## src/design/imu_ctf_pkg.sv

```systemverilog
// Shared types, constants and helper functions of the IMU tilt filter.
// No dependencies; every module of the block imports this package.
`default_nettype none

package imu_ctf_pkg;

  // Accel counts to g in Q16.16: 65536 / 16384 counts per g is an exact shift.
  localparam int unsigned ACCEL_SHIFT = 2;
  // Gyro increment: |count * dt| * 65536 / 131000000 = |count * dt| * 1024 / 2046875.
  localparam logic [20:0] GYRO_DEN_ODD = 21'd2046875;
  // floor(2^52 / 2046875); the estimate taken from product bits [63:42] is low by
  // at most one and is corrected by one compare.
  localparam logic [31:0] GYRO_RECIP = 32'd2200231879;
  // Gyro division steps: reciprocal estimate, then correction.
  localparam int unsigned DIV_STEPS = 2;
  localparam int unsigned CORDIC_STEPS = 16;
  localparam logic [15:0] INV_GAIN = 16'd39797;
  localparam logic [16:0] BLEND_ONE = 17'd65536;
  localparam logic signed [25:0] ANGLE_90 = 26'sd5898240;
  localparam logic signed [28:0] ANGLE_LIMIT = 29'sd11796480;

  // atan(2^-i) in degrees with 24 fraction bits
  localparam logic [29:0] ATAN_TAB [24] = '{
    30'd754974720, 30'd445687602, 30'd235489089, 30'd119537938, 30'd60000934,
    30'd30029717, 30'd15018523, 30'd7509720, 30'd3754917, 30'd1877466,
    30'd938734, 30'd469367, 30'd234684, 30'd117342, 30'd58671, 30'd29335,
    30'd14668, 30'd7334, 30'd3667, 30'd1833, 30'd917, 30'd458, 30'd229, 30'd115
  };

  typedef enum logic [2:0] {
    REG_ACCEL_BLEND, REG_GYRO_BLEND,
    REG_ACCEL_OFF_X, REG_ACCEL_OFF_Y, REG_ACCEL_OFF_Z,
    REG_GYRO_OFF_X, REG_GYRO_OFF_Y, REG_GYRO_OFF_Z
  } cfg_reg_e;

  typedef enum logic [3:0] {
    ST_IDLE, ST_PREP, ST_AVG, ST_AVG_UPD, ST_DIV, ST_C1_INIT, ST_C1_ITER,
    ST_MAG, ST_C2_INIT, ST_C2_ITER, ST_FIRST, ST_BLEND_MUL, ST_BLEND_SUM
  } state_e;

  typedef struct packed {
    logic       load;
    logic       prep;
    logic       avg_mul;
    logic       avg_upd;
    logic       div_step;
    logic       cord_init;
    logic       cord_step;
    logic       cord_pass;
    logic       mag;
    logic       first;
    logic       blend_mul;
    logic       blend_sum;
    logic [4:0] step;
  } cmd_t;

  // Round the table entry to 16 fraction bits.
  function automatic logic signed [25:0] atan_step(logic [4:0] i);
    logic [29:0] t;
    t = ATAN_TAB[i] + 30'd128;
    return $signed({4'b0000, t[29:8]});
  endfunction

  function automatic logic signed [24:0] sat_angle(logic signed [28:0] v);
    logic signed [24:0] r;
    if (v > ANGLE_LIMIT) r = ANGLE_LIMIT[24:0];
    else if (v < -ANGLE_LIMIT) r = -ANGLE_LIMIT[24:0];
    else r = v[24:0];
    return r;
  endfunction

endpackage

`default_nettype wire

```

## src/design/imu_ctf_ctrl.sv

```systemverilog
// Controller: sequences one sample through the datapath and owns the
// stream handshakes and the step counter. Uses imu_ctf_pkg.
`default_nettype none

module imu_ctf_ctrl import imu_ctf_pkg::*; (
  input  wire logic clk_i,
  input  wire logic rst_ni,
  input  wire logic in_valid_i,
  output logic      in_ready_o,
  output logic      out_valid_o,
  input  wire logic out_ready_i,
  output cmd_t      cmd_o
);

  state_e     state_q, state_d;
  logic [4:0] cnt_q, cnt_d;
  logic       out_valid_q, out_valid_d;
  logic       out_free, last_div, last_cord;

  assign out_free  = !out_valid_q || out_ready_i;
  assign last_div  = cnt_q == 5'(DIV_STEPS - 1);
  assign last_cord = cnt_q == 5'(CORDIC_STEPS - 1);

  always_comb begin
    state_d = state_q;
    unique case (state_q)
      ST_IDLE:      if (in_valid_i) state_d = ST_PREP;
      ST_PREP:      state_d = ST_AVG;
      ST_AVG:       state_d = ST_AVG_UPD;
      ST_AVG_UPD:   state_d = ST_DIV;
      ST_DIV:       if (last_div) state_d = ST_C1_INIT;
      ST_C1_INIT:   state_d = ST_C1_ITER;
      ST_C1_ITER:   if (last_cord) state_d = ST_MAG;
      ST_MAG:       state_d = ST_C2_INIT;
      ST_C2_INIT:   state_d = ST_C2_ITER;
      ST_C2_ITER:   if (last_cord) state_d = ST_FIRST;
      ST_FIRST:     state_d = ST_BLEND_MUL;
      ST_BLEND_MUL: state_d = ST_BLEND_SUM;
      ST_BLEND_SUM: if (out_free) state_d = ST_IDLE;
      default:      state_d = ST_IDLE;
    endcase
  end

  always_comb begin
    cmd_o           = '0;
    cmd_o.step      = cnt_q;
    in_ready_o      = 1'b0;
    cnt_d           = '0;
    unique case (state_q)
      ST_IDLE: begin
        in_ready_o = 1'b1;
        cmd_o.load = in_valid_i;
      end
      ST_PREP:    cmd_o.prep = 1'b1;
      ST_AVG:     cmd_o.avg_mul = 1'b1;
      ST_AVG_UPD: cmd_o.avg_upd = 1'b1;
      ST_DIV: begin
        cmd_o.div_step = 1'b1;
        cnt_d = last_div ? '0 : cnt_q + 5'd1;
      end
      ST_C1_INIT: cmd_o.cord_init = 1'b1;
      ST_C1_ITER: begin
        cmd_o.cord_step = 1'b1;
        cnt_d = last_cord ? '0 : cnt_q + 5'd1;
      end
      ST_MAG: cmd_o.mag = 1'b1;
      ST_C2_INIT: begin
        cmd_o.cord_init = 1'b1;
        cmd_o.cord_pass = 1'b1;
      end
      ST_C2_ITER: begin
        cmd_o.cord_step = 1'b1;
        cmd_o.cord_pass = 1'b1;
        cnt_d = last_cord ? '0 : cnt_q + 5'd1;
      end
      ST_FIRST:     cmd_o.first = 1'b1;
      ST_BLEND_MUL: cmd_o.blend_mul = 1'b1;
      ST_BLEND_SUM: cmd_o.blend_sum = out_free;
      default: ;
    endcase
  end

  always_comb begin
    out_valid_d = out_valid_q;
    if (cmd_o.blend_sum) out_valid_d = 1'b1;
    else if (out_ready_i) out_valid_d = 1'b0;
  end

  always_ff @(posedge clk_i or negedge rst_ni) begin
    if (!rst_ni) begin
      state_q     <= ST_IDLE;
      cnt_q       <= '0;
      out_valid_q <= 1'b0;
    end else begin
      state_q     <= state_d;
      cnt_q       <= cnt_d;
      out_valid_q <= out_valid_d;
    end
  end

  assign out_valid_o = out_valid_q;

`ifndef NO_ASSERTIONS
  a_accept_starts: assert property (@(posedge clk_i) disable iff (!rst_ni)
    (in_valid_i && in_ready_o) |=> state_q == ST_PREP)
    else $error("accepted sample did not start processing");
  a_one_cmd: assert property (@(posedge clk_i) disable iff (!rst_ni)
    $onehot0({cmd_o.load, cmd_o.prep, cmd_o.avg_mul, cmd_o.avg_upd, cmd_o.div_step,
              cmd_o.cord_init, cmd_o.cord_step, cmd_o.mag, cmd_o.first,
              cmd_o.blend_mul, cmd_o.blend_sum}))
    else $error("more than one datapath command");
  a_cord_count: assert property (@(posedge clk_i) disable iff (!rst_ni)
    cmd_o.cord_step |-> cnt_q < 5'(CORDIC_STEPS))
    else $error("CORDIC step index out of range");
  a_result_shown: assert property (@(posedge clk_i) disable iff (!rst_ni)
    cmd_o.blend_sum |=> out_valid_o)
    else $error("result written without valid");
`endif

endmodule

`default_nettype wire

```

## config.mk

```make
export PLATFORM = sky130hd
export DESIGN_NAME = imu_ctf_ctrl
export DESIGN_NICKNAME = d
export VERILOG_FILES = /design/src/design/imu_ctf_pkg.sv /design/src/design/imu_ctf_ctrl.sv
export SDC_FILE = /design/constraint.sdc
export NUM_CORES = 1
export LEC_CHECK = 0
export ABC_AREA = 0
export BUFFER_PORTS_ARGS = -buffer_cell sky130_fd_sc_hd__clkbuf_2
export CORE_MARGIN = 2
export CORE_UTILIZATION = 35
export CTS_CLUSTER_SIZE = 10
export DETAILED_ROUTE_END_ITERATION = 6
export SLEW_MARGIN = 10
export SYNTH_ARGS = -nofsm -noshare
export SYNTH_HDL_FRONTEND = slang
export SYNTH_SLANG_ARGS = --single-unit
```

## constraint.sdc

```tcl
create_clock -name clk_i -period 1.3 [get_ports clk_i]
set_clock_uncertainty 0.05 [all_clocks]
set_input_delay 0 -clock clk_i [delete_from_list [all_inputs] [get_ports clk_i]]
set_output_delay 0 -clock clk_i [all_outputs]
set_load 0.05 [all_outputs]
```

# [Word-level counts from Yosys, hierarchy flattened]
# Cells that the tools add are included.
[totals] reg_bits=10 input_bits=4 output_inout_bits=19 elab_cells=55
[classes] add_sub_neg=1 n_eq_ne=19 muxes=24 reduce_logical=8
[ops] cell="$pmux 4 s13" count=1
[ops] cell="$eq 4x4->1 const B" count=5
[ops] cell="$mux 4" count=5
[ops] cell="$eq 4x3->1 const B" count=4
[ops] cell="$mux 1" count=15
[ops] cell="$mux 5" count=2
[ops] cell="$ne 2x2->1 const B" count=5
[ops] cell="$pmux 5 s2" count=1
[ops] cell="$eq 4x2->1 const B" count=2
[ops] cell="$reduce_or 2->1" count=3
[ops] cell="$add 5x1->5 const B" count=1
[ops] cell="$eq 5x1->1 const B" count=1
[ops] cell="$eq 5x4->1 const B" count=1
[ops] cell="$reduce_and 5->1" count=1
[ops] cell="$eq 4x1->1 const B" count=1
[ops] cell="$logic_not 4->1" count=1
[ops] cell="$reduce_bool 2->1" count=1
[ops] cell="$logic_not 1->1" count=1
[ops] cell="$logic_or 1x1->1" count=1

# [Depth between registers and ports, before layout]
[depth] depth_word=4 mapped_depth=7 ltp_nobuf=7

# [Least setup slack after synthesis]
# OpenSTA, ideal clock, no wires.
[synth_timing] kind="flip-flop to output port" from="register state_q[0]" to="output cmd_o[15] (netlist name)" arrival_time_ps=2137 required_ps=1250 setup_slack_ps=-887 stages_incl_launch_ff=3 path_buffers=0 cell_sequence="dfrtp_1 inv_1 nor4_1"
[synth_lines] item="start: declaration" line="imu_ctf_ctrl.sv:15" rtl="state_e state_q, state_d;"
[synth_lines] item="start signal: assignment" line="imu_ctf_ctrl.sv:95" rtl="state_q <= state_d;"
[synth_lines] item="end: declaration" line="imu_ctf_ctrl.sv:12" rtl="output cmd_t cmd_o"

# [Worst setup path in the final report]
[layout_timing] from="register state_q[0]" to="register state_q[0]"
[layout_between] elab_chain_len=3 elab_cells_between_ends=20
[layout_rtl] item="$eq 4x3->1, or another cell as far along" line="imu_ctf_ctrl.sv:26" rtl="unique case (state_q)"
[layout_rtl] item="$ne 2x2->1 (no source line)"
[layout_rtl] item="$reduce_and 5->1 (no source line)"
# Several ways; a longest one is shown, not always the timed one.
# A chain may end at the register's enable or synchronous reset.

==> flow_summary.json <==
{
  "h-tree-depth": 1,
  "wl_met3_um": 65,
  "ios": 23,
  "clkTransAtPathRegs_ns": 0.07,
  "yosys_warnings": 0,
  "synthArstFlopShare": 1.00,
  "r2r_end": "state_q[0]",
  "r2r_start": "state_q[0]",
  "slew_headroom": 0.809,
  "cts_sinks": 10,
  "start_util": 0.361,
  "routed_wirelength_um": 2230,
  "r2r_slack_ns": -0.27,
  "cts_buffers": 3,
  "place_ws_ns": -0.192,
  "synth_edf_count": 0,
  "whs_endpoint": "out_valid_o",
  "power_uw": 3470,
  "area_growth_pct": 108,
  "dieHeight_um": 48.5,
  "hpwl_um": 1380,
  "timing.hold.ws_ns": 0.0200,
  "antenna_found_initial": 0,
  "max_freq_mhz": 635,
  "setup_ws_ns": -0.275,
  "avgViaCountPerCell": 4.83,
  "irDropWorstVdd_mv": 1.42,
  "drv_slew": 0,
  "drt_iter0_drc": 12,
  "grt_pass1_vias": 781,
  "synthMuxAreaShare": 0.0162,
  "hold_viol": 0,
  "core_area_um2": 1920,
  "setup_viol": 20,
  "postRouteAntennaNets": 0,
  "status": "finished with violations",
  "hold_depth": 3,
  "post-route-util": 0.752,
  "grt_start_max_net_pins": 11,
  "reg2reg_depth": 5,
  "powerDensity_nw_per_um2": 2400,
  "routedWlPerCell_um": 14.4,
  "rows": 16,
  "fp.dieW_um": 48.5,
  "syn_nets": 80,
  "drive_gt1_frac": 0.781,
  "holdCritPathClass": "in -> reg",
  "arrival_ns": 1.69,
  "grt_overflow": 0,
  "synthCells": 72,
  "clkLatencyLatePin_ns": 0.27,
  "cts_buffer_depth": 2,
  "cp-start-kind": "flop",
  "final_nets": 137,
  "die_area_um2": 2350,
  "synth_top_family_by_area": "simple AND/OR/NAND/NOR gates",
  "route.met2.wl_um": 1250,
  "tightest_slew_ns": 0.283,
  "p_leak_uw": 0.000656,
  "synth_area_um2": 693,
  "synth_seq_area_share": 0.361,
  "drt_pass1_iterations": 4,
  "synth_flop_cell": "dfrtp_1",
  "gp_congestion": 0.717,
  "finalCritPeriodShare": 1.21,
  "yosys.area_share.simple": 0.265,
  "synth_xor_area_frac": 0.0253,
  "track_usage": 0.204,
  "synth-compound-area-share": 0.173,
  "ys_types": 36,
  "cts_tree": "done",
  "cap_violations": 0,
  "crit_path_end_kind": "flop",
  "antennaDiodeCount": 0,
  "grt_pass1_wl_um": 3690,
  "root_buffer": "clkbuf_4",
  "portBuffers": 22,
  "synth_seq_cells": 10,
  "crit_required_ns": 1.41,
  "hold_start": "out_ready_i",
  "synthAdderAreaFrac": 0.0722,
  "m1WireLength_um": 888,
  "dr_total_vias": 749,
  "grt_setup_unrepaired": "true",
  "cp_max_fo": 7,
  "period_minus_slack_ns": 1.57,
  "syn_avg_cell_area_um2": 9.63,
  "violations": "negative setup slack",
  "critical_path_class": "reg -> reg",
  "top_layer": "met4",
  "post-route-drc-count": 0
}
==> worst max path at each step <==
stage                     from          to  slack (ns)  cells after the start
floorplan           state_q[0]  state_q[0]       -0.56                      3
finish              state_q[0]  state_q[0]       -0.27                      5
CTS                 state_q[3]   cmd_o[10]       -0.26                      5
detailed placement  state_q[0]  state_q[0]       -0.19                      4
global route        state_q[0]  state_q[0]       -0.34                      5
global placement    state_q[3]  state_q[0]       -0.15                      3
==> flip-flops by register name, summed over array words and instances (netlist names) <==
signal and count:
state_q 4, cnt_q 5, out_valid_o 1
==> Yosys cell counts, types with 2 or more instances <==
cell,number,area (µm²)
a21oi_1,6,30.0
buf_6,2,22.5
dfrtp_1,10,250
ha_1,4,50.1
inv_1,6,22.5
nand2_1,4,15.0
nand2b_1,3,18.8
nand3_1,2,10.0
nor2_1,5,18.8
nor3_1,2,10.0
o21ai_0,3,15.0
==> layout make-up <==
type                            instances  area (µm²)
Clock buffer                            4        36.3
Sequential cell                        10         259
Inverter                                6        22.5
Multi-Input combinational cell         52         559
Tap cell                               27        33.8
Fill cell                             125         477
Timing Repair Buffer                   56         534
==> per-layer routing <==
metal / global-route usage / vias to the layer above
met2: 0.368 / 17
met4: 0.0857 / 0
met1: 0.241 / 362
met3: 0.0309 / 4
li1: - / 366
met5: 0 / -
==> stage by stage <==
step | TNS [ns] | cells | instance area (µm²)
floorplan | -4.07 | 72 | 769
global placement | -0.921 | 138 | 1060
detailed placement | -1.23 | 138 | 1060
CTS | -3.19 | 154 | 1380
global route | -4.45 | 155 | 1450
finish | -3.28 | 155 | 1450
==> where the power goes <==
part | switching [µW] | leakage [µW] | internal, µW
logic | 1370 | 0.000512 | 1260
clock network | 118 | 0.0000210 | 170
registers | 146 | 0.000122 | 411
==> logic make-up after synthesis <==
family                   Yosys count
AND/OR/NAND/NOR                   28
flip-flops                        10
AO/OA/AOI/OAI                     17
adder cells (fa/ha/maj)            4
XOR/XNOR                           2
buffers and inverters             10
multiplexers                       1
==> layout by cell type, fill, tap and decap left out, types with 4 or more instances in the layout <==
master	instances
buf_4	24
clkbuf_2	9
a21oi_1	5
dfrtp_2	7
buf_8	5
nor2_4	4
buf_6	9
clkbuf_8	7
==> critical path: stages (launching register included) <==
cell	delay, ns
dfrtp_2	0.47
buf_6	0.14
nor4b_4	0.29
o41ai_2	0.13
buf_4	0.17
a41o_1	0.21
==> what timing repair did <==
item,in CTS,in global routing
hold endpoints to repair,10,0
gates resized for setup,46,17
hold buffers,1,0
setup endpoints to repair,22,22
pin swaps,10,9
setup buffers,11,2
Note: power is estimated with default switching activity, not from simulation.
